File: src/design/stbs_pkg.sv
package stbs_pkg;

  // Table geometry
  localparam int TABLE_DEPTH = 1024;
  localparam int ADDR_W      = $clog2(TABLE_DEPTH);
  localparam int RANGE_W     = $clog2(TABLE_DEPTH + 1);

  // Word field widths
  localparam int KEY_W   = 32;
  localparam int INDEX_W = 10;
  localparam int POS_W   = 10;
  localparam int COUNT_W = 11;

  // Configuration port
  localparam int PADDR_W = 3;
  localparam int PDATA_W = 32;
  localparam logic REG_ENTRY_COUNT = 1'b0;

  // Word modes
  localparam logic MODE_WRITE  = 1'b0;
  localparam logic MODE_SEARCH = 1'b1;

  typedef enum logic [2:0] {
    ST_IDLE  = 3'b001,
    ST_PROBE = 3'b010,
    ST_DONE  = 3'b100
  } state_t;

  // Controller to datapath
  typedef struct packed {
    logic write_en;
    logic start;
    logic step;
    logic load_out;
  } cmd_t;

  // Datapath to controller
  typedef struct packed {
    logic empty;
    logic hit;
    logic range_done;
    logic out_busy;
  } status_t;

endpackage

File: src/design/stbs_ctrl.sv
module stbs_ctrl (
  input  logic              clk,
  input  logic              rst_n,
  input  logic              in_valid,
  input  logic              in_mode,
  output logic              in_stall,
  input  stbs_pkg::status_t status,
  output stbs_pkg::cmd_t    cmd
);

  stbs_pkg::state_t state_r, state_nxt;

  // Sequence one word at a time
  always_comb begin
    state_nxt    = state_r;
    cmd          = '0;
    in_stall     = 1'b1;
    unique case (state_r)
      stbs_pkg::ST_IDLE: begin
        in_stall = 1'b0;
        if (in_valid) begin
          if (in_mode == stbs_pkg::MODE_WRITE) begin
            cmd.write_en = 1'b1;
          end else begin
            cmd.start = 1'b1;
            state_nxt = status.empty ? stbs_pkg::ST_DONE : stbs_pkg::ST_PROBE;
          end
        end
      end
      stbs_pkg::ST_PROBE: begin
        cmd.step = 1'b1;
        if (status.hit || status.range_done) begin
          state_nxt = stbs_pkg::ST_DONE;
        end
      end
      stbs_pkg::ST_DONE: begin
        if (!status.out_busy) begin
          cmd.load_out = 1'b1;
          state_nxt    = stbs_pkg::ST_IDLE;
        end
      end
      default: state_nxt = stbs_pkg::ST_IDLE;
    endcase
  end

  always_ff @(posedge clk) begin
    if (!rst_n) begin
      state_r <= stbs_pkg::ST_IDLE;
    end else begin
      state_r <= state_nxt;
    end
  end

endmodule

File: config.mk
export PLATFORM = sky130hd
export DESIGN_NAME = stbs_ctrl
export DESIGN_NICKNAME = d
export VERILOG_FILES = /design/src/design/stbs_pkg.sv /design/src/design/stbs_ctrl.sv
export SDC_FILE = /design/constraint.sdc
export NUM_CORES = 1
export LEC_CHECK = 0
export ABC_AREA = 0
export BUFFER_PORTS_ARGS = -buffer_cell sky130_fd_sc_hd__buf_4
export CAP_MARGIN = 10
export CORE_AREA = 2 2 39 41
export DETAILED_ROUTE_END_ITERATION = 10
export DIE_AREA = 0 0 41 43
export GPL_ROUTABILITY_DRIVEN = 0
export SLEW_MARGIN = 15
export SYNTH_ARGS = -nofsm -noshare
export SYNTH_HDL_FRONTEND = slang
export SYNTH_SLANG_ARGS = --single-unit
File: constraint.sdc
create_clock -name clk -period 1.5 [get_ports clk]
set_clock_uncertainty 0.2 [all_clocks]
set_input_delay 0.075 -clock clk [delete_from_list [all_inputs] [get_ports clk]]
set_output_delay 0.075 -clock clk [all_outputs]
set_load 0.02 [all_outputs]
[After elaboration in Yosys (flattened, before gate mapping)]
Index checks and enable logic that the tools add are counted.
Word-level totals
  flip-flop bits (word level): 3
  bits of input ports: 8
  logic and storage cells: 24
Cells by class
  equal/unequal tests: 7
  mux-type cells: 14
  reduce and logical (&&, ||, !) cells: 2
Operators with widths (count)
  $mux W3: 5
  $pmux W3 S3: 1
  $ne A2 B2 Y1 const B: 4
  $mux W1: 6
  $mux W2: 2
  $reduce_and A4 Y1: 1
  $eq A3 B1 Y1 const B: 1
  $eq A3 B2 Y1 const B: 1
  $eq A3 B3 Y1 const B: 1
  $logic_or A1 B1 Y1: 1

[Longest topological paths before layout]
Gate-level depths: netlist of the first run.
  depth after elaboration: 4
  mapped depth: 3

[Worst setup path before layout of the first run]
No wires, ideal clock.
  path kind: register -> output
  start: register state_r[0]
  end: output port cmd[3] in the netlist's numbering
  arrival time: 1.358 ns
  path slack: -0.133 ns
  cell stages (with the launch flop): 3
  cell sequence: dfxtp_1 -> or3b_4 -> nor3b_1
RTL lines
  start, declared: RTL line stbs_ctrl.sv:11  | stbs_pkg::state_t state_r, state_nxt;
  start signal, assigned: RTL line stbs_ctrl.sv:48  | state_r <= stbs_pkg::ST_IDLE;
  start signal, assigned: RTL line stbs_ctrl.sv:50  | state_r <= state_nxt;
  end, declared: RTL line stbs_ctrl.sv:8  | output stbs_pkg::cmd_t cmd

==> flow_metrics.tcl, run 1 <==
set metrics [dict create \
    status "complete, but fails checks" \
    violations "negative setup slack" \
    synthArstFlopShare_pct 0 \
    synth_common_cells "dfxtp_1 (3), nand2_1 (2), nor3b_1 (2)" \
    ys_seq_elements 3 \
    hold_depth 3 \
    num_vias 241 \
    grt_max_degree 7 \
    crit_path_end_kind "primary output" \
    ctsRootBufferMaster "clkbuf_4" \
    switching_share_pct 25.8 \
    dpl.hpwl_um 416 \
    p_int_uw 225 \
    hp-start "status[2]" \
    worstPathArrival_ps 1300 \
    wl_per_cell_um 9.67 \
    power_frac_clock_pct 48.1 \
    cts_tree "built" \
    setup_ws_ps -77.2 \
    largestRegisters "state_r x3" \
    r2r-end "state_r[2]$_SDFFE_PN0P_" \
    synth.area.top_cells "dfxtp_1 (31%), nor3b_1 (7.8%), a32o_2 (5.8%)" \
    synthFlopType "dfxtp_1" \
    cts_sinks 3 \
    drv_cap 0 \
    grt.total_usage_pct 8.84 \
    drc 0 \
    routed_wl_um 561 \
    syn_to_final_growth_pct 101 \
    rrSetupSlack_ps 120 \
    r2r_start "state_r[1]$_SDFFE_PN0P_" \
    clock_latency_ps 240 \
    critical_path_class "reg2out" \
    fin_crit_sh_pct 105 \
    cp_slowest_cell "or3b_4" \
    die_y_um 43 \
    antenna_found_initial 0 \
    synth-edff-count 0 \
    antenna_cells 0 \
    largest_reg_flops 3 \
    die_width_um 41 \
    p_per_area_nw_per_um2 782 \
    synth_most_common_cell "dfxtp_1" \
    synth_cells 21 \
    fin_nets 51 \
    port_buffers 12 \
    critical_path_required_ps 1220 \
    whs_endpoint "state_r[1]$_SDFFE_PN0P_" \
    drtAntennaViolNets 0 \
    clockBufferDepth 2 \
    setup_tns_ps -77.2 \
    overflow 0 \
    yosys_warnings 0 \
    vias_per_cell 4.16 \
    dieArea_sq_um 1760 \
    hold_class "in2reg" \
    fin_area_sq_um 387 \
    grt_pass1_vias 239 \
    yosysTopAreaCell "dfxtp_1" \
    period_needed_ps 1580 \
    worst_pin_slew_ps 260 \
    final_max_slew_viol_count 0 \
    worstRegToRegCells 4 \
    finalSetupViolations 1 \
    syn_avg_cell_area_sq_um 9.18 \
    rsz0062_at_grt "true" \
    grt_first_pass_wirelength_um 945 \
    path_max_fanout 6 \
    io_pins 13 \
    dpl-instance-area_sq_um 328 \
    p_comb_share_pct 23.7 \
    switchingPower_uw 78.0 \
    cts.clk_slew.worst_paths_ps 40 \
    start_util_pct 13.9 \
    ys_seq_area_share_pct 31.2 \
    power_leakage_uw 0.000168 \
    yosys.area.top_type_share_pct 31.2 \
    top_register "state_r" \
    final_core_util_pct 27.9 \
    slew-limit-headroom_pct 82.4 \
    hold_viol_final 0 \
    synth_nets 29 \
    fmax_mhz 634 \
    cpPeakStageDelay_ps 410 \
    netlist_area_sq_um 193 \
    pre_cts_ws_ps 129 \
    drt_iter0_drc 3 \
    peakVddDrop_mv 0.247 \
    coreArea_sq_um 1380 \
    yosysUniqueCellTypes 17 \
    crit_chain "or3b_4 -> nor3b_2 -> buf_4" \
    drive_above_1_share_pct 59.5 \
    h-tree-depth 1 \
    drtPass1Iterations 2 \
    fp-row-count 14 \
    finalPower_uw 302 \
    cts_buffers 3 \
    seqPwrFrac_pct 28.2 \
    cp-start-kind "register" \
]
worst max-delay path: cells and delay by family (launching register included):
kind	cells	cell delay, ps
DFF	1	330
buffers and inverters	1	160
and+or+nand+nor	2	570
metal layers:
layer / global-route usage, % / up-vias / share of wire [%]
met3: 6.28 / 2 / 8.2
met5: 0 / - / 0
li1: - / 122 / -
met4: 8.00 / 0 / 2.9
met2: 10.9 / 8 / 47
met1: 9.35 / 109 / 42
cell families (layout without fill, tap and decap cells):
group	count (synthesis)	count (layout)	share of synthesized area [%]
buffers and inverters	0	21	0
DFF	3	3	31.2
AOI/OAI and AO/OA	5	5	19.5
and+or+nand+nor	13	13	49.4
what timing repair did:
action	4_1_cts	5_1_grt
pin swaps	2	0
cloned	0	0
buffers inserted	1	0
setup endpoints to repair	2	3
hold buffers	2	0
hold endpoints to repair	3	0
resized for setup	2	0
how the worst max path moves through the flow:
stage / start / to
after CTS: state_r[1]$_SDFFE_PN0P_ / cmd[3]
after global routing: state_r[1]$_SDFFE_PN0P_ / cmd[3]
after floorplan: state_r[0]$_SDFFE_PN1P_ / state_r[2]$_SDFFE_PN0P_
after global placement: state_r[1]$_SDFFE_PN0P_ / cmd[3]
final: state_r[1]$_SDFFE_PN0P_ / cmd[3]
after detailed placement: state_r[1]$_SDFFE_PN0P_ / cmd[3]
power by group through the flow:
stage	clock, uW	sequential [uW]	combinational, uW
2_1_floorplan	0	87.5	29.6
3_3_place_gp	0	86.2	63.9
3_5_place_dp	0	86.2	64.1
4_1_cts	156	85.2	72.5
5_1_grt	160	85.5	78.0
6_report	146	85.3	71.6
cell type report:
cell class	instances	area (sq um)
tap	16	20.0
timing repair buffer	17	136
fill	161	997
clock buffer	4	26.3
sequential	3	61.3
multi-input combinational	18	143
cell usage in the layout (no fill, tap or decap), types with 2 or more instances in the layout:
cell           netlist  layout
clkbuf_4             0       3
dlygate4sd3_1        0       2
nand2_1              2       2
nor3b_2              0       2
buf_4                0      14
dfxtp_1              3       2
through the flow:
stage / hold slack (ps) / instances
2_1_floorplan: -48.8 / 21
3_3_place_gp: 109 / 51
3_5_place_dp: 107 / 51
4_1_cts: 32.7 / 58
5_1_grt: 54.9 / 58
6_report: 41.5 / 58
No activity file was read; power rests on OpenSTA's default activity.
==> inputs of run 2 (changes only) <==
- RECOVER_POWER: unset -> 50
- clock period: 1.5 -> 1.6 ns (I/O delays scaled with it)
==> flow_metrics.tcl, run 2 (same netlist as run 1, synthesis figures left out) <==
set metrics [dict create \
    drtAntennaViolNets 0 \
    final_common_cell "buf_4" \
    fin_crit_sh_pct 99.4 \
    vias_per_cell 4.13 \
    start_util_pct 13.9 \
    crit_family "simple AND/OR/NAND/NOR gates" \
    antenna_cells 0 \
    setup_tns_ps 0 \
    final_cell_mix "buf_4 (12), clkbuf_4 (3), dfxtp_2 (3)" \
    io_pins 13 \
    status "finished, final reports clean" \
    switching_share_pct 24.0 \
    critical_path_class "reg2out" \
    p_per_area_nw_per_um2 739 \
    setup_ws_ps 9.84 \
    fill_cells 153 \
    cts_sinks 3 \
    drive_above_1_share_pct 60.0 \
    critical_path_required_ps 1320 \
    crit_buf_inv 1 \
    grt_first_pass_wirelength_um 876 \
    port_buffers 12 \
    whs_ps 59.1 \
    wl_per_cell_um 9.55 \
    cts_buffers 3 \
    dieArea_sq_um 1760 \
    cts_tree "built" \
    cpPeakStageDelay_ps 430 \
    h-tree-depth 1 \
    p_comb_share_pct 22.8 \
    pre_cts_ws_ps 185 \
    die_width_um 41 \
    clock_latency_ps 230 \
    finalSetupViolations 0 \
    hold_viol_final 0 \
    syn_to_final_growth_pct 91.6 \
    coreArea_sq_um 1380 \
    ctsRootBufferMaster "clkbuf_4" \
    worst_pin_slew_ps 352 \
    placed_cells 49 \
    path_max_fanout 6 \
    cp-start-kind "register" \
    fin_nets 49 \
    finalPower_uw 273 \
    fmax_mhz 629 \
    hold_class "in2reg" \
    rsz0062_at_grt "true" \
    p_int_uw 207 \
    cp_slowest_cell "or3b_4" \
    drtPass1Iterations 4 \
    top_register "state_r" \
    drv_cap 0 \
    drc 0 \
    antenna_found_initial 0 \
    clockBufferDepth 2 \
    largest_reg_flops 3 \
    switchingPower_uw 65.4 \
    power_frac_clock_pct 47.4 \
    stdcell_count 56 \
    dpl.hpwl_um 406 \
    grt_max_degree 8 \
    period_needed_ps 1590 \
    slew-limit-headroom_pct 76.5 \
    crit_chain "or3b_4 -> nor3b_2 -> buf_4" \
    peakVddDrop_mv 0.265 \
    seqPwrFrac_pct 29.8 \
    drt_iter0_drc 3 \
    final_max_slew_viol_count 0 \
    die_y_um 43 \
    num_vias 231 \
    largestRegisters "state_r x3" \
    fp-row-count 14 \
    overflow 0 \
    routed_wl_um 535 \
    grt_pass1_vias 230 \
    worstPathArrival_ps 1310 \
    power_leakage_uw 0.000158 \
    grt.total_usage_pct 7.62 \
    cts.clk_slew.worst_paths_ps 30 \
    crit_path_end_kind "primary output" \
]
[run 2: changes by cell type in the layout (fill, tap and decap cells not counted)]
| cell | delta |
|---|---|
| dfxtp_1 | -2 |
| dfxtp_2 | +2 |
| buf_4 | -2 |
| nor3b_2 | -1 |
| nor3b_1 | +1 |
[run 2: power groups by stage]
stage	sequential (uW)	combinational (uW)	clock [uW]
after floorplan	81.7	27.7	0
after global placement	82.6	54.5	0
after detailed placement	82.7	54.9	0
after CTS	81.0	61.9	138
after global routing	81.6	67.6	138
final	81.3	62.3	129
[run 2: worst reg2reg max path: cells and delay by family, from the launching register on]
| kind | cells | cell delay (ps) |
|---|---|---|
| flip-flops | 1 | 330 |
| AO/OA/AOI/OAI | 1 | 180 |
| AND/OR/NAND/NOR | 2 | 590 |
[run 2: final timing paths]
kind,from,endpoint,slack (ps),depth (start not counted)
worst max register to register,state_r[1]$_SDFFE_PN0P_,state_r[2]$_SDFFE_PN0P_,240,3
worst min register to register,state_r[1]$_SDFFE_PN0P_,state_r[0]$_SDFFE_PN1P_,380,2
worst min-delay path,status[2],state_r[2]$_SDFFE_PN0P_,60,4
worst max-delay path,state_r[1]$_SDFFE_PN0P_,cmd[3],10,3
[run 2: area by class of cell]
class                   instances  area [sq um]  share of cell area (%)
clock buffers                   4          26.3                    7.12
multi-input cells              18           138                    37.3
flip-flops and latches          3          63.8                    17.3
well taps                      16          20.0                    5.42
repair buffers                 15           121                    32.9
[run 2: layer usage]
layer	routed length, um	vias up	track usage [%]
met2	281	6	10.0
met4	0	0	8.00
li1	-	118	-
met1	215	107	9.27
met5	0	-	0
met3	39	0	1.57
[run 2: through the flow]
step,utilization (%),cell area (sq um)
6_report,26.7,369
5_1_grt,26.7,369
4_1_cts,26.3,364
3_5_place_dp,22.2,308
3_3_place_gp,22.2,308
2_1_floorplan,-,198
[run 2: repair_timing]
item / in CTS / in global routing
cloned: 0 / 0
setup buffers: 1 / 0
endpoints found under the hold margin: 3 / 0
hold buffers: 2 / 0
pin swaps: 1 / 1
resized for setup: 2 / 2
setup endpoints to repair: 2 / 2
